[src/hdl/cror_pkg.sv]
`timescale 1ns / 1ps
// ----------------------------------------------------------------------------
// cror_pkg
// Shared types, constants and helpers for the coverage ramp / over blender.
// ----------------------------------------------------------------------------
package cror_pkg;

   localparam int unsigned CHAN_COUNT = 3;
   localparam int unsigned DIV_CELLS  = 8;

   localparam logic [7:0] TRANSL_FULL       = 8'd255;
   localparam logic [7:0] TRANSL_SELECT_MIN = 8'd204;
   localparam logic [7:0] LEVEL_MAX         = 8'd255;

   typedef logic [CHAN_COUNT-1:0][7:0] color_type;

   typedef struct packed {
      logic [CHAN_COUNT-1:0][23:0] rem;
      logic [CHAN_COUNT-1:0][7:0]  quo;
      logic [15:0]                 den;
      logic                        den_zero;
      color_type                   ramp;
      logic [7:0]                  alpha;
   } cror_div_type;

   // Floor of x / 255, exact for x up to 65025.
   function automatic logic [7:0] div255(input logic [15:0] x);
      logic [16:0] s;
      s = {1'b0, x} + 17'd1 + {9'd0, x[15:8]};
      return s[15:8];
   endfunction

endpackage

[src/hdl/cror_front.sv]
`timescale 1ns / 1ps
// ----------------------------------------------------------------------------
// cror_front
// Two-stage front end: translucency, products, ramp colors, combined alpha,
// and the over numerators and denominator handed to the divider chain.
// ----------------------------------------------------------------------------
module cror_front import cror_pkg::*; (
   input  logic         clock,
   input  logic         reset,
   input  logic         up_valid,
   output logic         up_ready,
   input  color_type    up_fg,
   input  color_type    up_bg,
   input  logic [7:0]   up_coverage,
   input  logic         up_selected,
   input  logic         up_full_opaque,
   input  logic [7:0]   base_transl,
   output logic         dn_valid,
   input  logic         dn_ready,
   output cror_div_type dn_data
);

   logic                        a_valid_ff;
   logic [CHAN_COUNT-1:0][15:0] a_fi_ff;
   logic [CHAN_COUNT-1:0][15:0] a_bj_ff;
   logic [15:0]                 a_tw_ff;
   logic [7:0]                  a_cov_ff;
   color_type                   a_bg_ff;
   logic                        b_valid_ff;
   cror_div_type                b_data_ff;

   logic                        a_ready;
   logic                        b_ready;
   logic [8:0]                  sel_sum;
   logic [7:0]                  sel_t;
   logic [7:0]                  transl;
   logic [7:0]                  inv_cov;
   logic [CHAN_COUNT-1:0][15:0] fi_in;
   logic [CHAN_COUNT-1:0][15:0] bj_in;
   logic [15:0]                 tw_in;
   logic [15:0]                 den;
   cror_div_type                b_data_in;

   assign b_ready  = !b_valid_ff || dn_ready;
   assign a_ready  = !a_valid_ff || b_ready;
   assign up_ready = a_ready;
   assign dn_valid = b_valid_ff;
   assign dn_data  = b_data_ff;

   always_comb begin
      sel_sum = {1'b0, base_transl} + {1'b0, TRANSL_FULL};
      sel_t   = (sel_sum[8:1] < TRANSL_SELECT_MIN) ? TRANSL_SELECT_MIN : sel_sum[8:1];
      priority if (up_full_opaque) begin
         transl = TRANSL_FULL;
      end else if (up_selected) begin
         transl = sel_t;
      end else begin
         transl = base_transl;
      end
      inv_cov = LEVEL_MAX - up_coverage;
      for (int k = 0; k < CHAN_COUNT; k++) begin
         fi_in[k] = 16'(up_fg[k]) * 16'(up_coverage);
         bj_in[k] = 16'(up_bg[k]) * 16'(inv_cov);
      end
      tw_in = 16'(transl) * 16'(inv_cov);
   end

   always_comb begin
      den = {a_cov_ff, 8'h00} - {8'h00, a_cov_ff} + a_tw_ff;
      b_data_in.den      = den;
      b_data_in.den_zero = (den == 16'd0);
      b_data_in.alpha    = div255(den);
      b_data_in.quo      = '0;
      for (int k = 0; k < CHAN_COUNT; k++) begin
         b_data_in.ramp[k] = div255(a_fi_ff[k] + a_bj_ff[k]);
         b_data_in.rem[k]  = {a_fi_ff[k], 8'h00} - {8'h00, a_fi_ff[k]}
                           + 24'(a_bg_ff[k]) * 24'(a_tw_ff);
      end
   end

   always_ff @(posedge clock) begin
      if (reset) begin
         a_valid_ff <= 1'b0;
         b_valid_ff <= 1'b0;
      end else begin
         if (a_ready) begin
            a_valid_ff <= up_valid;
         end
         if (b_ready) begin
            b_valid_ff <= a_valid_ff;
         end
      end
   end

   always_ff @(posedge clock) begin
      if (a_ready && up_valid) begin
         a_fi_ff  <= fi_in;
         a_bj_ff  <= bj_in;
         a_tw_ff  <= tw_in;
         a_cov_ff <= up_coverage;
         a_bg_ff  <= up_bg;
      end
      if (b_ready && a_valid_ff) begin
         b_data_ff <= b_data_in;
      end
   end

endmodule

[src/hdl/cror_div_cell.sv]
`timescale 1ns / 1ps
// ----------------------------------------------------------------------------
// cror_div_cell
// One restoring division cell: settles one quotient bit for each color
// lane and hands the partial remainder on to the next cell.
// ----------------------------------------------------------------------------
module cror_div_cell import cror_pkg::*; (
   input  logic         clock,
   input  logic         reset,
   input  logic         up_valid,
   output logic         up_ready,
   input  cror_div_type up_data,
   output logic         dn_valid,
   input  logic         dn_ready,
   output cror_div_type dn_data
);

   logic         valid_ff;
   cror_div_type data_ff;
   cror_div_type data_in;
   logic [23:0]  divisor;
   logic [CHAN_COUNT-1:0][23:0] diff;
   logic [CHAN_COUNT-1:0]       take;

   assign up_ready = !valid_ff || dn_ready;
   assign dn_valid = valid_ff;
   assign dn_data  = data_ff;

   always_comb begin
      data_in = up_data;
      divisor = {1'b0, up_data.den, 7'd0};
      for (int k = 0; k < CHAN_COUNT; k++) begin
         take[k] = (up_data.rem[k] >= divisor);
         diff[k] = take[k] ? (up_data.rem[k] - divisor) : up_data.rem[k];
         data_in.rem[k] = {diff[k][22:0], 1'b0};
         data_in.quo[k] = {up_data.quo[k][6:0], take[k]};
      end
   end

   always_ff @(posedge clock) begin
      if (reset) begin
         valid_ff <= 1'b0;
      end else if (up_ready) begin
         valid_ff <= up_valid;
      end
   end

   always_ff @(posedge clock) begin
      if (up_ready && up_valid) begin
         data_ff <= data_in;
      end
   end

endmodule

[src/hdl/coverage_ramp_over_blend.sv]
`timescale 1ns / 1ps
// ----------------------------------------------------------------------------
// coverage_ramp_over_blend
// Blends a foreground over a background color two ways per request: an
// opaque linear ramp by coverage and a non-premultiplied over with alpha.
// ----------------------------------------------------------------------------
// Usage:
//  - Request channel req_*: foreground and background RGB, coverage and the
//    selected / full_opaque flags. Taken when req_valid is high and
//    req_stall is low.
//  - Response channel rsp_*: ramp RGB, over RGB and over alpha. Taken when
//    rsp_valid is high and rsp_stall is low.
//  - CSR channel csr_*: writes the base translucency; csr_ready is always
//    high. Write it only while no request is in flight.
//  - Pipeline: a request passes two front stages (products, then sums and
//    the over numerators) and a chain of eight divider cells, one quotient
//    bit per cell.
//  - Throughput: one request per cycle while rsp_stall stays low.
//  - Each stage holds its request when the one after it is full and cannot
//    pass its own on, so a stalled response stops only the stages behind it;
//    req_stall rises once every stage is occupied and rsp_stall is high.
//  - Reset empties the pipeline and sets the base translucency to 255.
// ----------------------------------------------------------------------------
module coverage_ramp_over_blend import cror_pkg::*; (
   input  logic       clock,
   input  logic       reset,
   input  logic       req_valid,
   output logic       req_stall,
   input  logic [7:0] req_fg_red,
   input  logic [7:0] req_fg_green,
   input  logic [7:0] req_fg_blue,
   input  logic [7:0] req_bg_red,
   input  logic [7:0] req_bg_green,
   input  logic [7:0] req_bg_blue,
   input  logic [7:0] req_coverage,
   input  logic       req_selected,
   input  logic       req_full_opaque,
   output logic       rsp_valid,
   input  logic       rsp_stall,
   output logic [7:0] rsp_ramp_red,
   output logic [7:0] rsp_ramp_green,
   output logic [7:0] rsp_ramp_blue,
   output logic [7:0] rsp_over_red,
   output logic [7:0] rsp_over_green,
   output logic [7:0] rsp_over_blue,
   output logic [7:0] rsp_over_alpha,
   input  logic       csr_valid,
   output logic       csr_ready,
   input  logic [7:0] csr_data
);

   logic [7:0]   base_ff;
   logic [7:0]   base_in;
   logic         front_ready;
   logic         stage_valid [0:DIV_CELLS];
   logic         stage_ready [0:DIV_CELLS];
   cror_div_type stage_data  [0:DIV_CELLS];
   cror_div_type last;

   assign csr_ready = 1'b1;
   assign base_in   = csr_data;

   always_ff @(posedge clock) begin
      if (reset) begin
         base_ff <= TRANSL_FULL;
      end else if (csr_valid && csr_ready) begin
         base_ff <= base_in;
      end
   end

   cror_front u_front (
      .clock          (clock),
      .reset          (reset),
      .up_valid       (req_valid),
      .up_ready       (front_ready),
      .up_fg          ({req_fg_blue, req_fg_green, req_fg_red}),
      .up_bg          ({req_bg_blue, req_bg_green, req_bg_red}),
      .up_coverage    (req_coverage),
      .up_selected    (req_selected),
      .up_full_opaque (req_full_opaque),
      .base_transl    (base_ff),
      .dn_valid       (stage_valid[0]),
      .dn_ready       (stage_ready[0]),
      .dn_data        (stage_data[0])
   );

   for (genvar g = 0; g < DIV_CELLS; g++) begin : g_cell
      cror_div_cell u_cell (
         .clock    (clock),
         .reset    (reset),
         .up_valid (stage_valid[g]),
         .up_ready (stage_ready[g]),
         .up_data  (stage_data[g]),
         .dn_valid (stage_valid[g+1]),
         .dn_ready (stage_ready[g+1]),
         .dn_data  (stage_data[g+1])
      );
   end

   assign req_stall              = !front_ready;
   assign stage_ready[DIV_CELLS] = !rsp_stall;
   assign rsp_valid              = stage_valid[DIV_CELLS];
   assign last                   = stage_data[DIV_CELLS];

   assign rsp_ramp_red   = last.ramp[0];
   assign rsp_ramp_green = last.ramp[1];
   assign rsp_ramp_blue  = last.ramp[2];
   assign rsp_over_red   = last.den_zero ? 8'd0 : last.quo[0];
   assign rsp_over_green = last.den_zero ? 8'd0 : last.quo[1];
   assign rsp_over_blue  = last.den_zero ? 8'd0 : last.quo[2];
   assign rsp_over_alpha = last.den_zero ? 8'd0 : last.alpha;

`ifndef SYNTHESIS
   a_no_stall_when_drained: assert property (@(posedge clock) disable iff (reset)
      !rsp_valid |-> !req_stall)
      else $error("request stalled with an empty output stage");

   a_clear_after_reset: assert property (@(posedge clock)
      reset |=> !rsp_valid && !req_stall)
      else $error("pipeline not empty after reset");

   a_zero_alpha_black: assert property (@(posedge clock) disable iff (reset)
      rsp_valid && rsp_over_alpha == 8'd0 |->
         rsp_over_red == 8'd0 && rsp_over_green == 8'd0 && rsp_over_blue == 8'd0)
      else $error("zero alpha with nonzero over color");

   a_opaque_matches_ramp: assert property (@(posedge clock) disable iff (reset)
      rsp_valid && rsp_over_alpha == 8'd255 |->
         rsp_over_red == rsp_ramp_red && rsp_over_green == rsp_ramp_green &&
         rsp_over_blue == rsp_ramp_blue)
      else $error("opaque over differs from ramp");
`endif

endmodule
[config.mk]
export PLATFORM = sky130hd
export DESIGN_NAME = coverage_ramp_over_blend
export DESIGN_NICKNAME = d
export VERILOG_FILES = /design/src/hdl/cror_pkg.sv /design/src/hdl/cror_front.sv /design/src/hdl/cror_div_cell.sv /design/src/hdl/coverage_ramp_over_blend.sv
export SDC_FILE = /design/constraint.sdc
export NUM_CORES = 2
export LEC_CHECK = 0
export ABC_AREA = 1
export BUFFER_PORTS_ARGS = -buffer_cell sky130_fd_sc_hd__buf_2
export CAP_MARGIN = 20
export CORE_UTILIZATION = 53
export DETAILED_ROUTE_END_ITERATION = 8
export GPL_TIMING_DRIVEN = 0
export PLACE_DENSITY = 0.7
export SLEW_MARGIN = 10
export SYNTH_ARGS = -nofsm -noshare
export SYNTH_HDL_FRONTEND = slang
export SYNTH_SLANG_ARGS = --single-unit
[constraint.sdc]
create_clock -name clock -period 7.05 [get_ports clock]
set_input_delay 0.705 -clock clock [delete_from_list [all_inputs] [get_ports clock]]
set_output_delay 0.705 -clock clock [all_outputs]
set_load 0.02 [all_outputs]
==> results.rst <==
.. list-table::
   :header-rows: 1

   * - Metric
     - Value
   * - Chip Width
     - ~420 um
   * - Critical path capture point type
     - flip-flop
   * - Peak fanout along the critical path
     - 10
   * - Total of flip-flops plus latches after synthesis
     - 1187
   * - Cell taking the most area after synthesis
     - sky130_fd_sc_hd__edfxtp_1
   * - Full die area
     - roughly 180000 um^2
   * - Data required time at the worst endpoint
     - between 7 and 8 ns
   * - Gates resized, CTS repair
     - 0
   * - Worst hold path class
     - in -> reg
   * - Sequential area share after synthesis
     - 38.2%
   * - Normalized max-slew margin
     - between 10% and 20%
   * - Slew of the pin with the lowest slew margin
     - about 1.2 ns
   * - Shortest clock period the worst path allows after layout
     - 6.35 ns
   * - Total via count in the routed design
     - slightly below 70000
   * - Detailed Route Iter0 Violations
     - between 5000 and 6000
   * - Chip height
     - around 420 um
   * - Area of the core
     - 174000 um^2
   * - Via density per instance
     - roughly 5.4
   * - Critical Path Slowest Stage Cell
     - sky130_fd_sc_hd__clkbuf_1
   * - Worst path top cell family by delay
     - adder cells
   * - Layout overhead on the synthesized area
     - 9.43%
   * - Number of different library cells in the post-synthesis netlist
     - 60
   * - Worst hold slack
     - 0.116 ns
   * - Count of maximum capacitance violations
     - 0
   * - Ports
     - 130
   * - Slew Viols, Final
     - 0
   * - Combined flip-flop and latch cell area
     - about 35000 um^2
   * - Number of buffer and inverter instances along the worst setup path
     - 6
   * - Initial standard-cell utilization of the core
     - between 50% and 60%
   * - Clock transition at the registers of the reported paths
     - about 0.070 ns
   * - Tot GR Track Use
     - 29.8%
   * - Count of filler cells inserted in the layout
     - 15300
   * - Number of hold buffers added after CTS
     - 0
   * - H-tree Lvls
     - 4
   * - First-pass GRT wire length
     - 396 mm
   * - Final hold viol count
     - 0
   * - Ratio of cells with drive above 1 in the final layout
     - 5.56%
   * - Multi-input gate area
     - between 40000 and 50000 um^2
   * - Total nets after synthesis
     - between 10000 and 15000
   * - Critical path startpoint category
     - flip-flop
   * - Async set-or-reset flop fraction in the synthesized netlist
     - 0%
   * - Length in cells of the worst reg-to-reg path
     - 22
   * - Top library cells by usage in the layout, fill and taps aside
     - 2147 x sky130_fd_sc_hd__nand2_1, 1720 x sky130_fd_sc_hd__inv_1, 1169 x sky130_fd_sc_hd__edfxtp_1
   * - Upper clock frequency limit
     - 157 MHz
   * - GPL Wtd Cong
     - 0.976
   * - Critical path cell sequence
     - clkbuf_1 -> clkbuf_1 -> nand2_1 -> fa_1 -> inv_1 -> fa_1 -> inv_1 -> fa_1 -> inv_1 -> fa_1 -> fa_1 -> ha_1 -> nand2_1 -> inv_1 -> a21oi_1 -> o21ai_0 -> nand2_1 -> nand2_1 -> a21oi_1 -> nor2_1 -> o21ai_0 -> nand2_1
   * - Leading cell type in the layout, fill and taps excluded
     - sky130_fd_sc_hd__nand2_1
   * - Setup violation total in the final timing report
     - 0
   * - Number of detailed-routing iterations run before antenna repair
     - 8
   * - Number of antenna violations at the first check in global routing
     - 3
   * - Fraction of post-synthesis cell area in the top cell type by area
     - 37.9%
   * - Run status
     - finished, final reports clean
   * - Number of clock buffers inserted by TritonCTS
     - 135
   * - Layout Skew
     - ~0.039 ns
   * - Top cells by area, synth
     - sky130_fd_sc_hd__edfxtp_1 38%, sky130_fd_sc_hd__fa_1 13%, sky130_fd_sc_hd__ha_1 12%
   * - Arr. time, crit path
     - ~7 ns
   * - Final net count
     - roughly 12000
   * - Post-CTS setup-driven buffer insertion count
     - 0
   * - Number of warnings printed during yosys synthesis
     - 0
   * - Quantity of I/O buffers inserted on ports
     - just over 100
   * - Total Wirelength
     - between 200 and 300 mm
   * - Crit-path max cell delay
     - roughly 0.69 ns
   * - Post-route fraction of the period consumed by the critical path
     - approximately 90%
   * - Number of design rule violations left after detail routing
     - 0
   * - Worst Path Class, Setup
     - reg -> reg
   * - HPWL after DPL
     - ~220 mm
   * - Mean post-synth cell area
     - 9.32 um^2
   * - Post-Syn Instances
     - about 10000
   * - Pin count of the biggest net entering global routing
     - between 100 and 150
   * - Number of synthesized flops with an enable pin
     - 1169
   * - Hold Path Stages
     - 3
   * - CTS tree
     - done
   * - Setup repair after global routing missed its margin
     - no
   * - Stages on the worst setup path
     - 22
   * - Most instantiated flip-flop cell in the synthesis netlist
     - sky130_fd_sc_hd__edfxtp_1
   * - Clock latency on the worst-skew pair
     - around 0.80 ns
   * - Buffer depth of the longest clock path
     - 3
   * - Mapped cell area
     - approximately 93000 um^2
   * - Number of placement rows
     - 153
   * - Total number of clock tree sinks
     - around 1200
   * - Via count of the first global-routing pass
     - a little under 70000
   * - Gr ovfl total
     - 0
   * - Antenna Nets Post-Route
     - 0
   * - Clock root buffer master
     - sky130_fd_sc_hd__clkbuf_16
   * - Routed length per instance
     - 20.7 um
==> registers in the layout (all words and copies together) (netlist names) <==
name / cells
u_front.a_tw_ff: 16
u_front.dn_valid: 1
u_front.a_bj_ff: 48
g_cell.u_cell.dn_valid: 8
g_cell.u_cell.dn_data: 904
base_ff: 8
u_front.a_fi_ff: 48
u_front.a_cov_ff: 8
u_front.a_bg_ff: 24
u_front.dn_data: 121
u_front.a_valid_ff: 1
==> worst register-to-register path: stages (launching register included) <==
cell and delay, ns:
sky130_fd_sc_hd__edfxtp_1 0.33, sky130_fd_sc_hd__clkbuf_1 0.47, sky130_fd_sc_hd__clkbuf_1 0.69, sky130_fd_sc_hd__nand2_1 0.22, sky130_fd_sc_hd__fa_1 0.57, sky130_fd_sc_hd__inv_1 0.05
sky130_fd_sc_hd__fa_1 0.49, sky130_fd_sc_hd__inv_1 0.05, sky130_fd_sc_hd__fa_1 0.53, sky130_fd_sc_hd__inv_1 0.05, sky130_fd_sc_hd__fa_1 0.50, sky130_fd_sc_hd__fa_1 0.42
sky130_fd_sc_hd__ha_1 0.36, sky130_fd_sc_hd__nand2_1 0.15, sky130_fd_sc_hd__inv_1 0.05, sky130_fd_sc_hd__a21oi_1 0.17, sky130_fd_sc_hd__o21ai_0 0.21, sky130_fd_sc_hd__nand2_1 0.10
sky130_fd_sc_hd__nand2_1 0.11, sky130_fd_sc_hd__a21oi_1 0.26, sky130_fd_sc_hd__nor2_1 0.09, sky130_fd_sc_hd__o21ai_0 0.15, sky130_fd_sc_hd__nand2_1 0.06
==> cells in the mapped netlist (26+ instances only) <==
cell type,count
sky130_fd_sc_hd__nor3_1,73
sky130_fd_sc_hd__fa_1,616
sky130_fd_sc_hd__xor2_1,263
sky130_fd_sc_hd__inv_1,1725
sky130_fd_sc_hd__buf_2,33
sky130_fd_sc_hd__ha_1,910
sky130_fd_sc_hd__nand3_1,335
sky130_fd_sc_hd__o21ai_2,29
sky130_fd_sc_hd__a31oi_1,56
sky130_fd_sc_hd__o21ai_1,80
sky130_fd_sc_hd__nand2_2,37
sky130_fd_sc_hd__nor2_1,682
sky130_fd_sc_hd__xnor2_1,220
sky130_fd_sc_hd__nand2_1,2147
sky130_fd_sc_hd__a21oi_1,672
sky130_fd_sc_hd__a21o_1,74
sky130_fd_sc_hd__buf_1,26
sky130_fd_sc_hd__edfxtp_1,1169
sky130_fd_sc_hd__o21ai_0,261
sky130_fd_sc_hd__nand4_1,91
sky130_fd_sc_hd__clkbuf_1,130
sky130_fd_sc_hd__nor4_1,26
sky130_fd_sc_hd__buf_4,32
==> worst paths after layout <==
| check | start | end | slack (ns) |
|---|---|---|---|
| hold / removal | csr_data[6] | base_ff[6] | 0.12 |
| setup / recovery | u_front.a_tw_ff[8] | u_front.dn_data[116] | 0.70 |
| setup reg to reg | u_front.a_tw_ff[8] | u_front.dn_data[116] | 0.70 |
| hold reg to reg | g_cell[6].u_cell.dn_data[54] | g_cell[7].u_cell.dn_data[55] | 0.41 |
==> final cells by class <==
type | instances | share of cell area, %
inverters | 1743 | 6.48
plain buffers | 253 | 1.25
clock buffers | 151 | 3.42
well taps | 2325 | 2.87
multi-input cells | 6772 | 48.8
flip-flops and latches | 1187 | 34.9
diodes | 1 | 0.00247
clock inverters | 92 | 1.18
repair buffers | 128 | 1.08
==> metrics by stage <==
stage / instances / setup slack (ns) / cell area, um^2 / setup TNS, ns / utilization [%]
after floorplan: 9955 / 0.171 / 92700 / 0 / -
after global placement: 12400 / -2.79 / 96200 / -653.54 / 55.3
after detailed placement: 12400 / 0.809 / 96800 / 0 / 55.7
after CTS: 12700 / 0.826 / 101000 / 0 / 58.4
after global routing: 12700 / 0.490 / 101000 / 0 / 58.4
final: 12700 / 0.698 / 101000 / 0 / 58.4
==> cell families after synthesis <==
family / share of synthesized area, %
DFF: 38.2
AOI/OAI and AO/OA: 7.84
other: 0.00404
xor gates and xnor gates: 4.56
buffers and inverters: 8.43
adders and majority gates: 25.6
and+or+nand+nor: 15.4
==> per-layer routing <==
metal / global-route usage (%) / share of wire [%]
met1: 36.9 / 41
met2: 51.2 / 49
met3: 3.41 / 4.7
met4: 15.6 / 6.1
met5: 0 / 0.010
Power is not shown: default switching activity piles up to over one toggle a cycle in this logic, so the estimate is an artifact.
